<file path="src/rtl/register_access_packet_framer_defines.svh">
// Assertion macros shared by the register access packet framer RTL.
// Depends on nothing; the using module must provide clk and rst signals.
`ifndef REGISTER_ACCESS_PACKET_FRAMER_DEFINES_SVH
`define REGISTER_ACCESS_PACKET_FRAMER_DEFINES_SVH

// Same-cycle implication, checked outside reset.
`define RAPF_ASSERT_NOW(label, ante, cons, msg) \
  label: assert property (@(posedge clk) disable iff (rst) (ante) |-> (cons)) else $error(msg);

// Next-cycle implication, checked outside reset.
`define RAPF_ASSERT_NEXT(label, ante, cons, msg) \
  label: assert property (@(posedge clk) disable iff (rst) (ante) |=> (cons)) else $error(msg);

`endif

</file>
<file path="src/rtl/rapf_pkg.sv">
// Shared types and codes for the register access packet framer.
// Used by every module of the block; depends on nothing.
package rapf_pkg;

  // Command codes of an incoming request.
  localparam logic [1:0] CMD_WRITE   = 2'd0;
  localparam logic [1:0] CMD_READ    = 2'd1;
  localparam logic [1:0] CMD_PAYLOAD = 2'd2;
  localparam logic [1:0] CMD_RX      = 2'd3;

  // Result kinds.
  localparam logic [1:0] KIND_TX     = 2'd0;
  localparam logic [1:0] KIND_READ   = 2'd1;
  localparam logic [1:0] KIND_STATUS = 2'd2;

  // Status codes.
  localparam logic [1:0] ST_OK   = 2'd0;
  localparam logic [1:0] ST_ADDR = 2'd1;
  localparam logic [1:0] ST_SEQ  = 2'd2;

  localparam logic [7:0] HEADER_RESET = 8'hF0;
  localparam int         WR_BIT       = 7;

  // Job queue between front and back.
  localparam int JOBQ_DEPTH = 4;
  localparam int JOBQ_PTR_W = $clog2(JOBQ_DEPTH);
  localparam int JOBQ_CNT_W = $clog2(JOBQ_DEPTH + 1);

  // Steps of a start job: header, unit id, address, count, sum.
  localparam logic [2:0] STEP_HDR  = 3'd0;
  localparam logic [2:0] STEP_UID  = 3'd1;
  localparam logic [2:0] STEP_ADDR = 3'd2;
  localparam logic [2:0] STEP_CNT  = 3'd3;
  localparam logic [2:0] STEP_SUM  = 3'd4;

  typedef enum logic [1:0] {
    PH_IDLE,
    PH_WRITE,
    PH_READ
  } phase_t;

  typedef enum logic [1:0] {
    JOB_STATUS,
    JOB_START,
    JOB_PAYLOAD,
    JOB_RDATA
  } job_op_t;

  typedef struct packed {
    logic [1:0] cmd;
    logic [7:0] unit_id;
    logic [7:0] reg_addr;
    logic [7:0] byte_count;
    logic [7:0] data_byte;
  } in_item_t;

  typedef struct packed {
    logic [1:0] kind;
    logic [7:0] value;
    logic [1:0] status;
    logic       last;
  } out_item_t;

  // One classified request. The flag means: for a start, a write with a
  // nonzero count (no sum yet); for a payload or read byte, the final byte.
  typedef struct packed {
    job_op_t    op;
    logic [1:0] status;
    logic       flag;
    logic [7:0] hdr;
    logic [7:0] uid;
    logic [7:0] addr;
    logic [7:0] cnt;
    logic [7:0] dat;
  } job_t;

endpackage

</file>
<file path="src/rtl/rapf_jobq.sv">
// Small first-in first-out queue of classified jobs between front and back.
// Depends on rapf_pkg for the job type and depth.
module rapf_jobq (
  input  logic          clk,
  input  logic          rst,
  input  logic          wr_en,
  input  rapf_pkg::job_t wr_job,
  output logic          full,
  input  logic          rd_en,
  output logic          rd_valid,
  output rapf_pkg::job_t rd_job
);

  rapf_pkg::job_t                      slots [rapf_pkg::JOBQ_DEPTH];
  logic [rapf_pkg::JOBQ_PTR_W-1:0]     wr_ptr;
  logic [rapf_pkg::JOBQ_PTR_W-1:0]     rd_ptr;
  logic [rapf_pkg::JOBQ_CNT_W-1:0]     count;
  logic                                do_wr;
  logic                                do_rd;

  assign full     = (count == rapf_pkg::JOBQ_CNT_W'(rapf_pkg::JOBQ_DEPTH));
  assign rd_valid = (count != '0);
  assign rd_job   = slots[rd_ptr];
  assign do_wr    = wr_en && !full;
  assign do_rd    = rd_en && rd_valid;

  // Pointers and fill count.
  always_ff @(posedge clk) begin
    if (rst) begin
      wr_ptr <= '0;
      rd_ptr <= '0;
      count  <= '0;
    end else begin
      if (do_wr) begin
        wr_ptr <= wr_ptr + 1'b1;
      end
      if (do_rd) begin
        rd_ptr <= rd_ptr + 1'b1;
      end
      if (do_wr && !do_rd) begin
        count <= count + 1'b1;
      end else if (do_rd && !do_wr) begin
        count <= count - 1'b1;
      end
    end
  end

  // Job storage.
  always_ff @(posedge clk) begin
    if (do_wr) begin
      slots[wr_ptr] <= wr_job;
    end
  end

endmodule

</file>
<file path="src/rtl/rapf_front.sv">
// Front end: accepts requests, tracks the protocol phase and byte count,
// and turns each request into one job. Depends on rapf_pkg.
module rapf_front (
  input  logic               clk,
  input  logic               rst,
  input  logic               push,
  output logic               full,
  input  rapf_pkg::in_item_t request,
  input  logic               header_we,
  input  logic [7:0]         header_wdata,
  output logic               q_wr,
  output rapf_pkg::job_t     q_job,
  input  logic               q_full
);

  rapf_pkg::phase_t phase;
  rapf_pkg::phase_t phase_next;
  logic [7:0]       bytes_left;
  logic [7:0]       bytes_left_next;
  logic [7:0]       header_byte;
  logic [7:0]       bl_dec;
  logic             accept;
  logic             is_start;
  logic             is_write;
  logic             cnt_zero;

  assign full     = q_full;
  assign accept   = push && !q_full;
  assign q_wr     = accept;
  assign bl_dec   = bytes_left - 8'd1;
  assign is_write = (request.cmd == rapf_pkg::CMD_WRITE);
  assign cnt_zero = (request.byte_count == 8'd0);

  always_comb begin
    is_start = request.cmd inside {rapf_pkg::CMD_WRITE, rapf_pkg::CMD_READ};
  end

  // Header register; the user must write it only while the block is idle, as the block itself does not enforce this.
  always_ff @(posedge clk) begin
    if (rst) begin
      header_byte <= rapf_pkg::HEADER_RESET;
    end else if (header_we) begin
      header_byte <= header_wdata;
    end
  end

  // Phase and remaining byte count.
  always_ff @(posedge clk) begin
    if (rst) begin
      phase      <= rapf_pkg::PH_IDLE;
      bytes_left <= 8'd0;
    end else if (accept) begin
      phase      <= phase_next;
      bytes_left <= bytes_left_next;
    end
  end

  // Next state of the phase machine.
  always_comb begin
    phase_next      = phase;
    bytes_left_next = bytes_left;
    case (request.cmd)
      rapf_pkg::CMD_WRITE, rapf_pkg::CMD_READ: begin
        if (phase == rapf_pkg::PH_IDLE && !request.reg_addr[rapf_pkg::WR_BIT]) begin
          bytes_left_next = request.byte_count;
          if (cnt_zero) begin
            phase_next = rapf_pkg::PH_IDLE;
          end else if (is_write) begin
            phase_next = rapf_pkg::PH_WRITE;
          end else begin
            phase_next = rapf_pkg::PH_READ;
          end
        end
      end
      rapf_pkg::CMD_PAYLOAD: begin
        if (phase == rapf_pkg::PH_WRITE) begin
          bytes_left_next = bl_dec;
          if (bl_dec == 8'd0) begin
            phase_next = rapf_pkg::PH_IDLE;
          end
        end
      end
      rapf_pkg::CMD_RX: begin
        if (phase == rapf_pkg::PH_READ) begin
          bytes_left_next = bl_dec;
          if (bl_dec == 8'd0) begin
            phase_next = rapf_pkg::PH_IDLE;
          end
        end
      end
      default: begin
        phase_next = phase;
      end
    endcase
  end

  // Classification of the request into a job.
  always_comb begin
    q_job        = '0;
    q_job.op     = rapf_pkg::JOB_STATUS;
    q_job.status = rapf_pkg::ST_SEQ;
    q_job.hdr    = header_byte;
    q_job.uid    = request.unit_id;
    q_job.cnt    = request.byte_count;
    q_job.dat    = request.data_byte;
    q_job.addr   = request.reg_addr;
    if (is_start) begin
      if (phase != rapf_pkg::PH_IDLE) begin
        q_job.status = rapf_pkg::ST_SEQ;
      end else if (request.reg_addr[rapf_pkg::WR_BIT]) begin
        q_job.status = rapf_pkg::ST_ADDR;
      end else begin
        q_job.op                   = rapf_pkg::JOB_START;
        q_job.status               = rapf_pkg::ST_OK;
        q_job.flag                 = is_write && !cnt_zero;
        q_job.addr[rapf_pkg::WR_BIT] = is_write;
      end
    end else if (request.cmd == rapf_pkg::CMD_PAYLOAD) begin
      if (phase == rapf_pkg::PH_WRITE) begin
        q_job.op     = rapf_pkg::JOB_PAYLOAD;
        q_job.status = rapf_pkg::ST_OK;
        q_job.flag   = (bl_dec == 8'd0);
      end
    end else begin
      if (phase == rapf_pkg::PH_READ) begin
        q_job.op     = rapf_pkg::JOB_RDATA;
        q_job.status = rapf_pkg::ST_OK;
        q_job.flag   = (bl_dec == 8'd0);
      end
    end
  end

endmodule

</file>
<file path="src/rtl/rapf_back.sv">
// Back end: expands each job into its result items, keeps the running
// checksum and holds the result output register. Depends on rapf_pkg.
`include "register_access_packet_framer_defines.svh"

module rapf_back (
  input  logic                clk,
  input  logic                rst,
  input  logic                q_valid,
  input  rapf_pkg::job_t      q_job,
  output logic                q_rd,
  output logic                empty,
  input  logic                pop,
  output rapf_pkg::out_item_t result
);

  logic                 out_valid;
  rapf_pkg::out_item_t  item;
  logic [2:0]           step;
  logic [7:0]           running_sum;
  logic                 load;
  logic                 advance;
  logic                 final_item;
  logic                 sum_add;
  logic                 sum_clear;

  assign empty   = !out_valid;
  assign load    = !out_valid || pop;
  assign advance = q_valid && load;
  assign q_rd    = advance && final_item;

  // Result item for the current job and step.
  always_comb begin
    item       = '0;
    final_item = 1'b1;
    sum_add    = 1'b0;
    sum_clear  = 1'b0;
    case (q_job.op)
      rapf_pkg::JOB_STATUS: begin
        item.kind   = rapf_pkg::KIND_STATUS;
        item.status = q_job.status;
        item.last   = 1'b1;
      end
      rapf_pkg::JOB_START: begin
        item.kind  = rapf_pkg::KIND_TX;
        sum_add    = 1'b1;
        final_item = 1'b0;
        case (step)
          rapf_pkg::STEP_HDR: begin
            item.value = q_job.hdr;
            sum_clear  = 1'b1;
          end
          rapf_pkg::STEP_UID: begin
            item.value = q_job.uid;
          end
          rapf_pkg::STEP_ADDR: begin
            item.value = q_job.addr;
          end
          rapf_pkg::STEP_CNT: begin
            item.value = q_job.cnt;
            item.last  = q_job.flag;
            final_item = q_job.flag;
          end
          default: begin
            item.value = running_sum;
            item.last  = 1'b1;
            sum_add    = 1'b0;
            final_item = 1'b1;
          end
        endcase
      end
      rapf_pkg::JOB_PAYLOAD: begin
        item.kind = rapf_pkg::KIND_TX;
        if (step == rapf_pkg::STEP_HDR) begin
          item.value = q_job.dat;
          item.last  = !q_job.flag;
          final_item = !q_job.flag;
          sum_add    = 1'b1;
        end else begin
          item.value = running_sum;
          item.last  = 1'b1;
        end
      end
      default: begin
        item.kind  = rapf_pkg::KIND_READ;
        item.value = q_job.dat;
        item.last  = q_job.flag;
      end
    endcase
  end

  // Step counter within the job at the queue head.
  always_ff @(posedge clk) begin
    if (rst) begin
      step <= rapf_pkg::STEP_HDR;
    end else if (advance) begin
      step <= final_item ? rapf_pkg::STEP_HDR : step + 3'd1;
    end
  end

  // Running checksum of transmitted packet bytes.
  always_ff @(posedge clk) begin
    if (rst) begin
      running_sum <= 8'd0;
    end else if (advance && sum_add) begin
      running_sum <= (sum_clear ? 8'd0 : running_sum) + item.value;
    end
  end

  // Output register: refills whenever it is free or being taken.
  always_ff @(posedge clk) begin
    if (rst) begin
      out_valid <= 1'b0;
    end else if (advance) begin
      out_valid <= 1'b1;
    end else if (pop) begin
      out_valid <= 1'b0;
    end
  end

  always_ff @(posedge clk) begin
    if (advance) begin
      result <= item;
    end
  end

  `RAPF_ASSERT_NOW(a_step_has_job, step != rapf_pkg::STEP_HDR, q_valid, "step set without a queued job")
  `RAPF_ASSERT_NOW(a_step_range, 1'b1, step <= rapf_pkg::STEP_SUM, "step beyond the sum byte")
  `RAPF_ASSERT_NOW(a_status_form, out_valid && result.kind == rapf_pkg::KIND_STATUS, result.last && result.value == 8'd0, "malformed status result")
  `RAPF_ASSERT_NEXT(a_held_result, out_valid && !pop, out_valid && $stable(result), "waiting result changed")

endmodule

</file>
<file path="src/rtl/register_access_packet_framer.sv">
// Top level of the register access packet framer.
// Depends on rapf_pkg, rapf_front, rapf_jobq and rapf_back.
//
// Master side of a byte-link register access protocol. Every request is
// taken by the front end and queued (four deep) as a job; the back end
// then emits that job's results one per cycle, while the output register
// is free or being popped, so a start yields four or five results
// (header, unit id, address, count, and the checksum where it is due), a
// final payload byte two, and every other request one. Requests keep being
// accepted while results wait, until the job queue fills. The header
// register must only be written while no request is in flight.
module register_access_packet_framer (
  input  logic                clk,
  input  logic                rst,
  input  logic                push,
  output logic                full,
  input  rapf_pkg::in_item_t  request,
  output logic                empty,
  input  logic                pop,
  output rapf_pkg::out_item_t result,
  input  logic                header_we,
  input  logic [7:0]          header_wdata
);

  logic           q_wr;
  logic           q_full;
  rapf_pkg::job_t q_wr_job;
  logic           q_rd;
  logic           q_valid;
  rapf_pkg::job_t q_rd_job;
  logic           pop_ok;

  // A pop only counts while a result is on the ports.
  assign pop_ok = pop && !empty;

  rapf_front u_front (
    .clk          (clk),
    .rst          (rst),
    .push         (push),
    .full         (full),
    .request      (request),
    .header_we    (header_we),
    .header_wdata (header_wdata),
    .q_wr         (q_wr),
    .q_job        (q_wr_job),
    .q_full       (q_full)
  );

  rapf_jobq u_jobq (
    .clk      (clk),
    .rst      (rst),
    .wr_en    (q_wr),
    .wr_job   (q_wr_job),
    .full     (q_full),
    .rd_en    (q_rd),
    .rd_valid (q_valid),
    .rd_job   (q_rd_job)
  );

  rapf_back u_back (
    .clk     (clk),
    .rst     (rst),
    .q_valid (q_valid),
    .q_job   (q_rd_job),
    .q_rd    (q_rd),
    .empty   (empty),
    .pop     (pop_ok),
    .result  (result)
  );

endmodule

</file>
<file path="config.mk">
export PLATFORM = sky130hd
export DESIGN_NAME = register_access_packet_framer
export DESIGN_NICKNAME = d
export VERILOG_FILES = /design/src/rtl/rapf_pkg.sv /design/src/rtl/rapf_jobq.sv /design/src/rtl/rapf_front.sv /design/src/rtl/rapf_back.sv /design/src/rtl/register_access_packet_framer.sv
export VERILOG_INCLUDE_DIRS = /design/src /design/src/rtl
export SDC_FILE = /design/constraint.sdc
export NUM_CORES = 1
export LEC_CHECK = 0
export BUFFER_PORTS_ARGS = -buffer_cell sky130_fd_sc_hd__buf_4
export CAP_MARGIN = 20
export CORE_ASPECT_RATIO = 1.2
export CORE_MARGIN = 2
export CORE_UTILIZATION = 40
export DETAILED_ROUTE_END_ITERATION = 10
export PLACE_DENSITY = 0.61
export SYNTH_ARGS = -nofsm -noshare
export SYNTH_HDL_FRONTEND = slang
export SYNTH_SLANG_ARGS = --single-unit
</file>
<file path="constraint.sdc">
create_clock -name clk -period 12.75 [get_ports clk]
set_input_delay 0.6375 -clock clk [delete_from_list [all_inputs] [get_ports clk]]
set_output_delay 0.6375 -clock clk [all_outputs]
set_load 0.005 [all_outputs]
</file>
==> results.md, run 1 <==
* Status: completed
* Fraction of layout cells with a size suffix above 1 at 0.227
* Pre-Repair DR Iteration Count at 4
* Final net count at slightly below 800
* Max Clk Rate at 0.198 GHz
* Vias in the first global route at approximately 5800
* Skew final at about 21 ps
* R2R cell count at 17
* Starting Density at 0.407
* Crit path DAT at 5500 ps
* Reg2Reg Capture Point: u_back.running_sum[7]$_SDFFE_PP0P_
* Root Driver: clkbuf_16
* Yosys warns at 0
* FILL cells at ~2000
* Setup TNS at 0 ps
* Multi-input gate area at approximately 3000 µm²
* Routed Antenna Nets at 0
* Core ar. at between 20000 and 25000 µm²
* Initial antenna violation count at 0
* Pins Over Slew Limit at 0
* Max_cap viols at 0
* Synthesis-stage register bit count at approximately 230
* Die ar. at between 20000 and 30000 µm²
* Fraction of registers with async set/reset at 0
* Commonest non-fill, non-tap cell in the layout: edfxtp_1
* Final hold viol count at 0
* Clk sinks at approximately 230
* R2r setup slk at just under 8000 ps
* Largest net degree at the start of global routing at 46
* Setup CP Type: register to register
* N_diodes at 0
* Num CTS Buffers at 24
* FP Rows at between 60 and 70
* Setup violations, final at 0
* Post-CTS resize count at 0
* Synthesis-to-layout area growth at 16.5%
* Crit start category: register
* H-tree depth at 1
* First DRT Iteration DRCs at 379
* VDD IR max at ~0.00011 V
* Period utilization at 0.396
* Minimum clock period at 5050 ps
* Die Width at between 100 and 150 µm
* Gr usage total at 0.160
* Non-Filler Instances at 1038
* Post-CTS setup buffers at 0
* Sequential cell area fraction in the yosys report at 0.675
* # DRC at 0
* EDFF count, synth at roughly 190
* Slew HR at 0.524
* RSZ-0062 raised after global routing: no
* Hold Path Cell Cnt at 1
* HPWL after DPL at approximately 13000 µm
* Slew of the pin with the lowest slew margin at ~710 ps
* Top-Level Pins at a little over 60
* Clk Latency, worst-skew pair at 530 ps
* Clock transition at path regs at 60 ps
* Grt ovf at 0
* Routed WL at 20100 µm
* CP Capture Type: register
* Clock Path Buffers at 3
* WHS Endpoint: u_jobq.slots[0][21]$_DFFE_PP_
* Syn Inst Count at about 640
* Routability cong. at between 0.8 and 0.9
* Worst Path Max Fanout at 31
* Post-CTS Hold Fix Bufs at 0
* FF/Latch Area at ~6600 µm²
* CTS tree: built
* Global-route wire length before repair at about 32000 µm
* Netlist cell types at 54
* Die Height at between 150 and 200 µm
* Hold path start: request[21]
* Post-DR wirelength/cell at just under 20 µm
* Most frequent cells in the layout: edfxtp_1, buf_4, nor2_1, mux4_2
* Leakage at 3.99 nW
* Power density over cell area at roughly 200 nW/µm²
* Buffers on Ports at 61
* Post-Syn Area per Cell at 15.4 µm²
* Hold Path Class: input port to register
* Vias at 5481
* WP data required at between 10000 and 15000 ps
* Syn Std Cell Area at 9750 µm²
* Placed Cells incl. Taps at between 900 and 1000
* Vias/cell at 5.28
* Dominant synthesized flop cell: edfxtp_1
* Post-synth net total at between 700 and 800
[through the flow]
step                 util  setup slack, ps  total power [mW]  cell area (µm²)  hold WS, ps
finish              0.474             7700              2.27            11400          314
CTS                 0.474             7570              2.30            11400          295
floorplan               -             8110              1.39             9750          452
global route        0.474             7080              2.39            11400          304
detailed placement  0.440             7580              1.59            10500          476
global placement    0.440             7670              1.57            10500          464
[worst max path at each step]
stage / from / cells after the start / slack, ps / end
floorplan: register / 20 / 8110 / u_back.running_sum[7]$_SDFFE_PP0P_
global placement: register / 17 / 7670 / u_back.running_sum[7]$_SDFFE_PP0P_
detailed placement: register / 17 / 7580 / u_back.running_sum[7]$_SDFFE_PP0P_
CTS: register / 17 / 7570 / u_back.running_sum[7]$_SDFFE_PP0P_
global route: register / 17 / 7080 / u_back.running_sum[7]$_SDFFE_PP0P_
finish: register / 17 / 7700 / u_back.running_sum[7]$_SDFFE_PP0P_
[power by group]
group	total, mW	switching (mW)	internal [mW]
sequential	0.989	0.0498	0.940
combinational	0.572	0.321	0.252
clock	0.711	0.283	0.429
total	2.27	0.653	1.62
[layout make-up]
class	count	area share
Sequential cell	232	0.579
Multi-Input combinational cell	349	0.261
Clock buffer	33	0.0586
Timing Repair Buffer	69	0.0456
Tap cell	320	0.0352
Clock inverter	11	0.0130
Inverter	24	0.00793
[state kept, by name (all words and copies together) (netlist names), named ones only]
signal,count
u_front.phase,2
u_jobq.rd_ptr,2
u_jobq.count,3
u_back.out_valid,1
u_back.step,3
u_front.header_byte,8
u_jobq.wr_ptr,2
u_front.bytes_left,8
u_jobq.slots,180
u_back.result,13
u_back.running_sum,8
[layer usage]
metal | routed length [µm] | global-route usage
met4 | 534 | 0.0607
met1 | 8230 | 0.203
met5 | 0 | 0
met2 | 10400 | 0.281
met3 | 887 | 0.0211
[worst max-delay path, cell delays in order, from the launching register on]
cell and delay (ps):
dfxtp_2 730, buf_4 610, mux4_2 630, inv_1 110, ha_1 240, inv_1 150
o21ai_0 320, a21oi_1 120, o22a_1 220, inv_1 90, ha_1 220, a21o_1 180
a21oi_1 200, o21ai_0 160, o41ai_1 430, xnor2_2 130, or2_2 300, a31oi_1 110
[Yosys cell counts (5+ instances only)]
| master | instances | share of area |
|---|---|---|
| a211o_1 | 5 | 0.0045 |
| a21o_1 | 7 | 0.0054 |
| a21oi_1 | 37 | 0.019 |
| a22oi_1 | 9 | 0.0069 |
| and2_1 | 12 | 0.0077 |
| clkbuf_1 | 22 | 0.0085 |
| dfxtp_1 | 39 | 0.080 |
| edfxtp_1 | 193 | 0.59 |
| ha_1 | 23 | 0.030 |
| inv_1 | 24 | 0.0092 |
| mux2_2 | 5 | 0.0058 |
| mux2i_1 | 15 | 0.015 |
| mux4_2 | 41 | 0.095 |
| nand2_1 | 30 | 0.012 |
| nand2b_1 | 5 | 0.0032 |
| nor2_1 | 58 | 0.022 |
| nor2b_1 | 10 | 0.0064 |
| nor3_1 | 8 | 0.0041 |
| o21ai_0 | 18 | 0.0092 |
| or3_1 | 9 | 0.0058 |
| xor2_1 | 5 | 0.0045 |
[cell families after synthesis]
group / synth area share
flops: 0.675
compound gates: 0.0649
xor+xnor: 0.00975
mux: 0.119
fa+ha+maj: 0.0336
simple gates: 0.0756
buf+inv: 0.0228
Power figures use the tool's default switching activity.
==> run 2: changes to the inputs <==
==> constraint.sdc (replaced) <==
create_clock -name clk -period 5.08 [get_ports clk]
set_input_delay 0.254 -clock clk [delete_from_list [all_inputs] [get_ports clk]]
set_output_delay 0.254 -clock clk [all_outputs]
set_load 0.005 [all_outputs]
==> results.md, run 2 (synthesis results as in run 1) <==
* Status: completed
* Die Width at 147 µm (unchanged)
* N_diodes at 0 (unchanged)
* CP Capture Type: register
* Slew of the pin with the lowest slew margin at 702 ps (-12.4 ps)
* Psw at 1.64 mW (+150%)
* First DRT Iteration DRCs at 387 (+2.1%)
* HPWL after DPL at 12900 µm (-0.72%)
* Routability cong. at 0.833 (+2.6%)
* Die Height at 175 µm (unchanged)
* Largest net degree at the start of global routing at 39 (-15%)
* Final net count at 813 (+5.3%)
* Leakage at 4.13 nW (+3.3%)
* VDD IR max at 0.000287 V (+150%)
* RSZ-0062 raised after global routing: no
* Global-route wire length before repair at 32600 µm (+1.9%)
* Core ar. at 24000 µm² (unchanged)
* Pins Over Slew Limit at 0 (unchanged)
* P_int at 3.92 mW (+140%)
* Final hold viol count at 0 (unchanged)
* Cell mode on critical path: a21oi_1
* FF/Latch Area at 6580 µm² (unchanged)
* FILL cells at 2027 (+1.0%)
* Clk Latency, worst-skew pair at 520 ps (about the same)
* Slowest stage delay, CP at 570 ps (-160 ps)
* CTS tree: built
* Setup CP Type: register to register
* Slowest cell on crit path: mux4_2
* Biggest regs: u_jobq.slots x180, u_back.result x13
* Post-DR wirelength/cell at 18.9 µm (-2.1%)
* Fin util at 0.487 (+0.0135)
* Routed Antenna Nets at 0 (unchanged)
* Reg power frac at 0.445 (+0.010)
* Clk sinks at 232 (unchanged)
* Top-Level Pins at 62 (unchanged)
* Crit start category: register
* Num CTS Buffers at 24 (unchanged)
* Max Clk Rate at 0.237 GHz (+19%)
* Sw Ratio at 0.295 (+0.00738)
* Max reg flops at 180 (unchanged)
* # DRC at 0 (unchanged)
* Starting Density at 0.407 (unchanged)
* WP buf/inv at 2 (-2)
* Crit-path leading delay family: compound AO/OA/AOI/OAI gates
* Grt ovf at 0 (unchanged)
* Gr usage total at 0.163 (+0.00296)
* Setup TNS at 0 ps (unchanged)
* WP data required at 5510 ps (-7690 ps)
* Most frequent cells in the layout: edfxtp_1, buf_4, nor2_1, mux4_2, dlygate4sd3_1
* Hold Path Class: input port to register
* Buffers on Ports at 61 (unchanged)
* Worst Path Max Fanout at 31 (unchanged)
* Placed cell area at 10600 µm² (+0.26%)
* Routed WL at 20400 µm (+1.6%)
* Clock transition at path regs at 60 ps (about the same)
* Vias/cell at 5.21 (-1.3%)
* Crit path DAT at 4650 ps (-850 ps)
* Root Driver: clkbuf_16
* Max_cap viols at 0 (unchanged)
* FP Rows at 62 (unchanged)
* CP Cell Sequence: buf_4, mux4_2, a22oi_1, a21oi_1, a21oi_1, o22a_1, inv_1, ha_1, a21o_1, a21oi_1, o21ai_0, o41ai_1, xnor2_2, or2_2, a31oi_1
* Initial antenna violation count at 0 (unchanged)
* Power density over cell area at 476 nW/µm² (+140%)
* Skew final at 26.9 ps (+5.50 ps)
* Most flop-heavy register: u_jobq.slots
* Fraction of layout cells with a size suffix above 1 at 0.218 (-0.00905)
* Comb power frac at 0.268 (+0.016)
* Multi-input gate area at 2960 µm² (unchanged)
* Minimum clock period at 4230 ps (-822 ps)
* Commonest non-fill, non-tap cell in the layout: edfxtp_1
* Slew HR at 0.531 (+0.00773)
* Vias at 5613 (+2.4%)
* Post-CTS resize count at 0 (unchanged)
* Share of total power in the clock network at 0.287 (-0.026)
* Clock Path Buffers at 3 (unchanged)
* Setup violations, final at 0 (unchanged)
* Vias in the first global route at 6012 (+4.0%)
* Synthesis-to-layout area growth at 19.9%
* Die ar. at 25600 µm² (unchanged)
* H-tree depth at 1 (unchanged)
* Finished Cell Area at 11700 µm² (+2.8%)
* Period utilization at 0.832 (+0.436)
* Pre-Repair DR Iteration Count at 4 (unchanged)
==> run 2: cell type report <==
| class | count | area share |
|---|---|---|
| repair buffers | 110 | 0.0801 |
| clock inverters | 12 | 0.00643 |
| clock buffers | 30 | 0.0550 |
| well taps | 320 | 0.0343 |
| inverters | 24 | 0.00771 |
| flip-flops and latches | 232 | 0.563 |
| multi-input cells | 349 | 0.253 |
==> run 2: power groups by stage <==
stage / sequential, mW / combinational [mW] / clock, mW
3_3_place_gp: 2.50 / 1.44 / 0
5_1_grt: 2.49 / 1.64 / 1.70
2_1_floorplan: 2.47 / 1.01 / 0
4_1_cts: 2.47 / 1.51 / 1.63
3_5_place_dp: 2.51 / 1.48 / 0
6_report: 2.47 / 1.49 / 1.60
==> run 2: final timing paths <==
kind	to	depth (start not counted)	slack (ps)	from
setup / recovery	u_back.running_sum[7]$_SDFFE_PP0P_	15	850	register
hold / removal	u_back.out_valid$_SDFFE_PP0P_	4	20	pop
setup reg to reg	u_back.running_sum[7]$_SDFFE_PP0P_	15	850	register
hold reg to reg	u_back.out_valid$_SDFFE_PP0P_	2	480	u_back.out_valid$_SDFFE_PP0P_
==> run 2: through the flow <==
stage / hold WS, ps / power [mW] / setup WS [ps] / cells
6_report: 17.1 / 5.56 / 853 / 1077
5_1_grt: 34.5 / 5.84 / 455 / 1077
4_1_cts: 5.33 / 5.61 / 869 / 1076
3_5_place_dp: 459 / 3.99 / 867 / 995
3_3_place_gp: 453 / 3.94 / 928 / 995
2_1_floorplan: 353 / 3.48 / 436 / 635
==> run 2: timing repair <==
action / in CTS / in global routing
hold endpoints to repair: 132 / 0
hold buffers: 39 / 0
buffers inserted: 0 / 0
==> run 2: worst min-delay path: cells and delay by family <==
kind / cells / cell delay (ps)
simple gates: 1 / 50
compound gates: 1 / 50
buf+inv: 2 / 120
==> run 2: layer usage <==
metal | GRT usage | wire (µm)
met5 | 0 | 0
met2 | 0.298 | 10700
met1 | 0.204 | 8340
met4 | 0.0465 | 374
met3 | 0.0204 | 1000
==> run 3: changes to the inputs <==
--- a/config.mk
+++ b/config.mk
@@ -12,7 +12,7 @@
 export CORE_MARGIN = 2
 export CORE_UTILIZATION = 40
 export DETAILED_ROUTE_END_ITERATION = 10
-export PLACE_DENSITY = 0.61
+export PLACE_DENSITY = 0.64
 export SYNTH_ARGS = -nofsm -noshare
 export SYNTH_HDL_FRONTEND = slang
 export SYNTH_SLANG_ARGS = --single-unit
==> constraint.sdc (replaced) <==
create_clock -name clk -period 3.7 [get_ports clk]
set_input_delay 0.185 -clock clk [delete_from_list [all_inputs] [get_ports clk]]
set_output_delay 0.185 -clock clk [all_outputs]
set_load 0.005 [all_outputs]
==> results.md, run 3 (synthesis results as in run 1) <==
* Status: completed
* Crit start category: register
* Root Driver: clkbuf_16
* Die Height at 175 µm (unchanged)
* VDD IR max at 0.000360 V (+26%)
* Psw at 2.27 mW (+39%)
* Die Width at 147 µm (unchanged)
* Final hold viol count at 0 (unchanged)
* Vias in the first global route at 5969 (-0.72%)
* Routed Antenna Nets at 0 (unchanged)
* Buffers on Ports at 61 (unchanged)
* Final setup margin at 187 ps (-666 ps)
* DP Worst Slack at 62.7 ps (-804 ps)
* Slowest cell on crit path: mux4_2
* Gr usage total at 0.159 (-0.00400)
* Pins Over Slew Limit at 0 (unchanged)
* Most frequent cells in the layout: edfxtp_1, buf_4, nor2_1, mux4_2, dlygate4sd3_1
* Minimum clock period at 3510 ps (-714 ps)
* Final Total Pwr at 7.89 mW (+42%)
* Grt ovf at 0 (unchanged)
* Clk sinks at 232 (unchanged)
* Hold Path Class: input port to register
* Slew of the pin with the lowest slew margin at 736 ps (+34.1 ps)
* FP Rows at 62 (unchanged)
* Slew HR at 0.509 (-0.0227)
* Num CTS Buffers at 23 (-4.2%)
* CTS tree: built
* Leakage at 4.27 nW (+3.6%)
* Routability cong. at 0.776 (-6.8%)
* Sw Ratio at 0.288 (-0.00685)
* Biggest regs: u_jobq.slots x180, u_back.result x13
* Most flop-heavy register: u_jobq.slots
* Placed Cells incl. Taps at 1009 (+1.4%)
* CP Cell Sequence: mux4_2, buf_4, ha_4, inv_2, buf_4, a21oi_1, a211o_1, or2_4, nand2_4, ha_4, inv_1, fa_2, xor2_1, or3_1, a21oi_2
* Routed WL at 20600 µm (+0.95%)
* Worst Path Max Fanout at 6 (-81%)
* Non-Filler Instances at 1101 (+2.2%)
* Largest net degree at the start of global routing at 39 (unchanged)
* Max_cap viols at 0 (unchanged)
* Commonest non-fill, non-tap cell in the layout: edfxtp_1
* Post-DR wirelength/cell at 18.7 µm (-1.2%)
* RSZ-0062 raised after global routing: yes
* N_diodes at 0 (unchanged)
* Final net count at 837 (+3.0%)
* Vias at 5766 (+2.7%)
* Max Clk Rate at 0.285 GHz (+20%)
* H-tree depth at 1 (unchanged)
* Clk Latency, worst-skew pair at 500 ps (-20 ps)
* Top-Level Pins at 62 (unchanged)
* Share of total power in the clock network at 0.282 (-0.005)
* Slowest stage delay, CP at 550 ps (-20 ps)
* WP data required at 4130 ps (-1380 ps)
* Fraction of layout cells with a size suffix above 1 at 0.248 (+0.0304)
* Vias/cell at 5.24 (+0.49%)
* Setup TNS at 0 ps (unchanged)
* Clock Path Buffers at 3 (unchanged)
* Reg power frac at 0.429 (-0.016)
* Global-route wire length before repair at 32000 µm (-2.0%)
* Clock transition at path regs at 60 ps (about the same)
* P_int at 5.62 mW (+43%)
* WP buf/inv at 4 (+2)
* Skew final at 9.73 ps (-17.1 ps)
* First DRT Iteration DRCs at 534 (+38%)
* Crit-path leading delay family: adder cells
* Comb power frac at 0.290 (+0.022)
* HPWL after DPL at 13700 µm (+6.3%)
* Finished Cell Area at 12000 µm² (+2.9%)
* Synthesis-to-layout area growth at 23.3%
* Die ar. at 25600 µm² (unchanged)
* Starting Density at 0.407 (unchanged)
* Power density over cell area at 656 nW/µm² (+38%)
* Period utilization at 0.950 (+0.117)
* Pre-Repair DR Iteration Count at 5 (+1)
* Placed cell area at 10700 µm² (+1.6%)
* Setup violations, final at 0 (unchanged)
* Initial antenna violation count at 0 (unchanged)
* FILL cells at 1985 (-2.1%)
* Setup CP Type: register to register
* Max reg flops at 180 (unchanged)
* Core ar. at 24000 µm² (unchanged)
* # DRC at 0 (unchanged)
* Crit path DAT at 3940 ps (-710 ps)
* CP Capture Type: register
==> run 3: cell count changes in the layout (fill, tap and decap cells not counted), moves of 4 or more <==
cell      delta
ha_4         +4
buf_4       +19
clkbuf_1     +6
o21ai_0      -4
clkinv_2     -5
ha_1         -4
==> run 3: layer usage <==
| metal | share of wire | global-route usage | wire length, µm |
|---|---|---|---|
| met2 | 0.53 | 0.295 | 11000 |
| met3 | 0.030 | 0.0188 | 625 |
| met4 | 0.020 | 0.0441 | 415 |
| met1 | 0.42 | 0.196 | 8590 |
| met5 | 0 | 0 | 0 |
==> run 3: through the flow <==
stage	hold slack [ps]	util
floorplan	284	-
global route	23.4	0.501
detailed placement	390	0.448
CTS	8.37	0.495
finish	26.3	0.501
global placement	384	0.448
==> run 3: power by group through the flow <==
| stage | clock network, mW | logic, mW | registers, mW |
|---|---|---|---|
| after floorplan | 0 | 1.48 | 3.40 |
| after global placement | 0 | 2.11 | 3.41 |
| after detailed placement | 0 | 2.15 | 3.44 |
| after CTS | 2.26 | 2.20 | 3.38 |
| after global routing | 2.37 | 2.50 | 3.41 |
| final | 2.22 | 2.29 | 3.38 |
==> run 3: path summary, 6_finish.rpt <==
check | from | to | slack, ps | depth (start not counted)
min | header_we | u_front.header_byte[6]$_SDFFE_PP1P_ | 30 | 2
max | register | u_jobq.count[2]$_SDFFE_PP0P_ | 190 | 15
max reg2reg | register | u_jobq.count[2]$_SDFFE_PP0P_ | 190 | 15
min reg2reg | u_back.out_valid$_SDFFE_PP0P_ | u_back.out_valid$_SDFFE_PP0P_ | 490 | 2
==> run 3: cell type report <==
class	count	area, µm²	area share
inverter	24	90.1	0.00750
tap	320	400	0.0333
sequential	232	6580	0.548
multi-input combinational	349	3060	0.255
timing repair buffer	135	1170	0.0978
clock inverter	7	81.3	0.00677
clock buffer	34	627	0.0522
==> run 3: worst reg2reg max path, cell delays in order, from the launching register on <==
cell and delay (ps):
dfxtp_4 410, mux4_2 550, buf_4 160, ha_4 170
inv_2 60, buf_4 150, a21oi_1 50, a211o_1 300
or2_4 270, nand2_4 100, ha_4 160, inv_1 60
fa_2 380, xor2_1 170, or3_1 330, a21oi_2 120
==> run 3: repair_timing <==
action | 4_1_cts | 5_1_grt
buffers inserted | 0 | 9
hold buffers | 41 | 0
resized for setup | 0 | 10
endpoints found under the hold margin | 134 | 0
setup endpoints to repair | 0 | 3
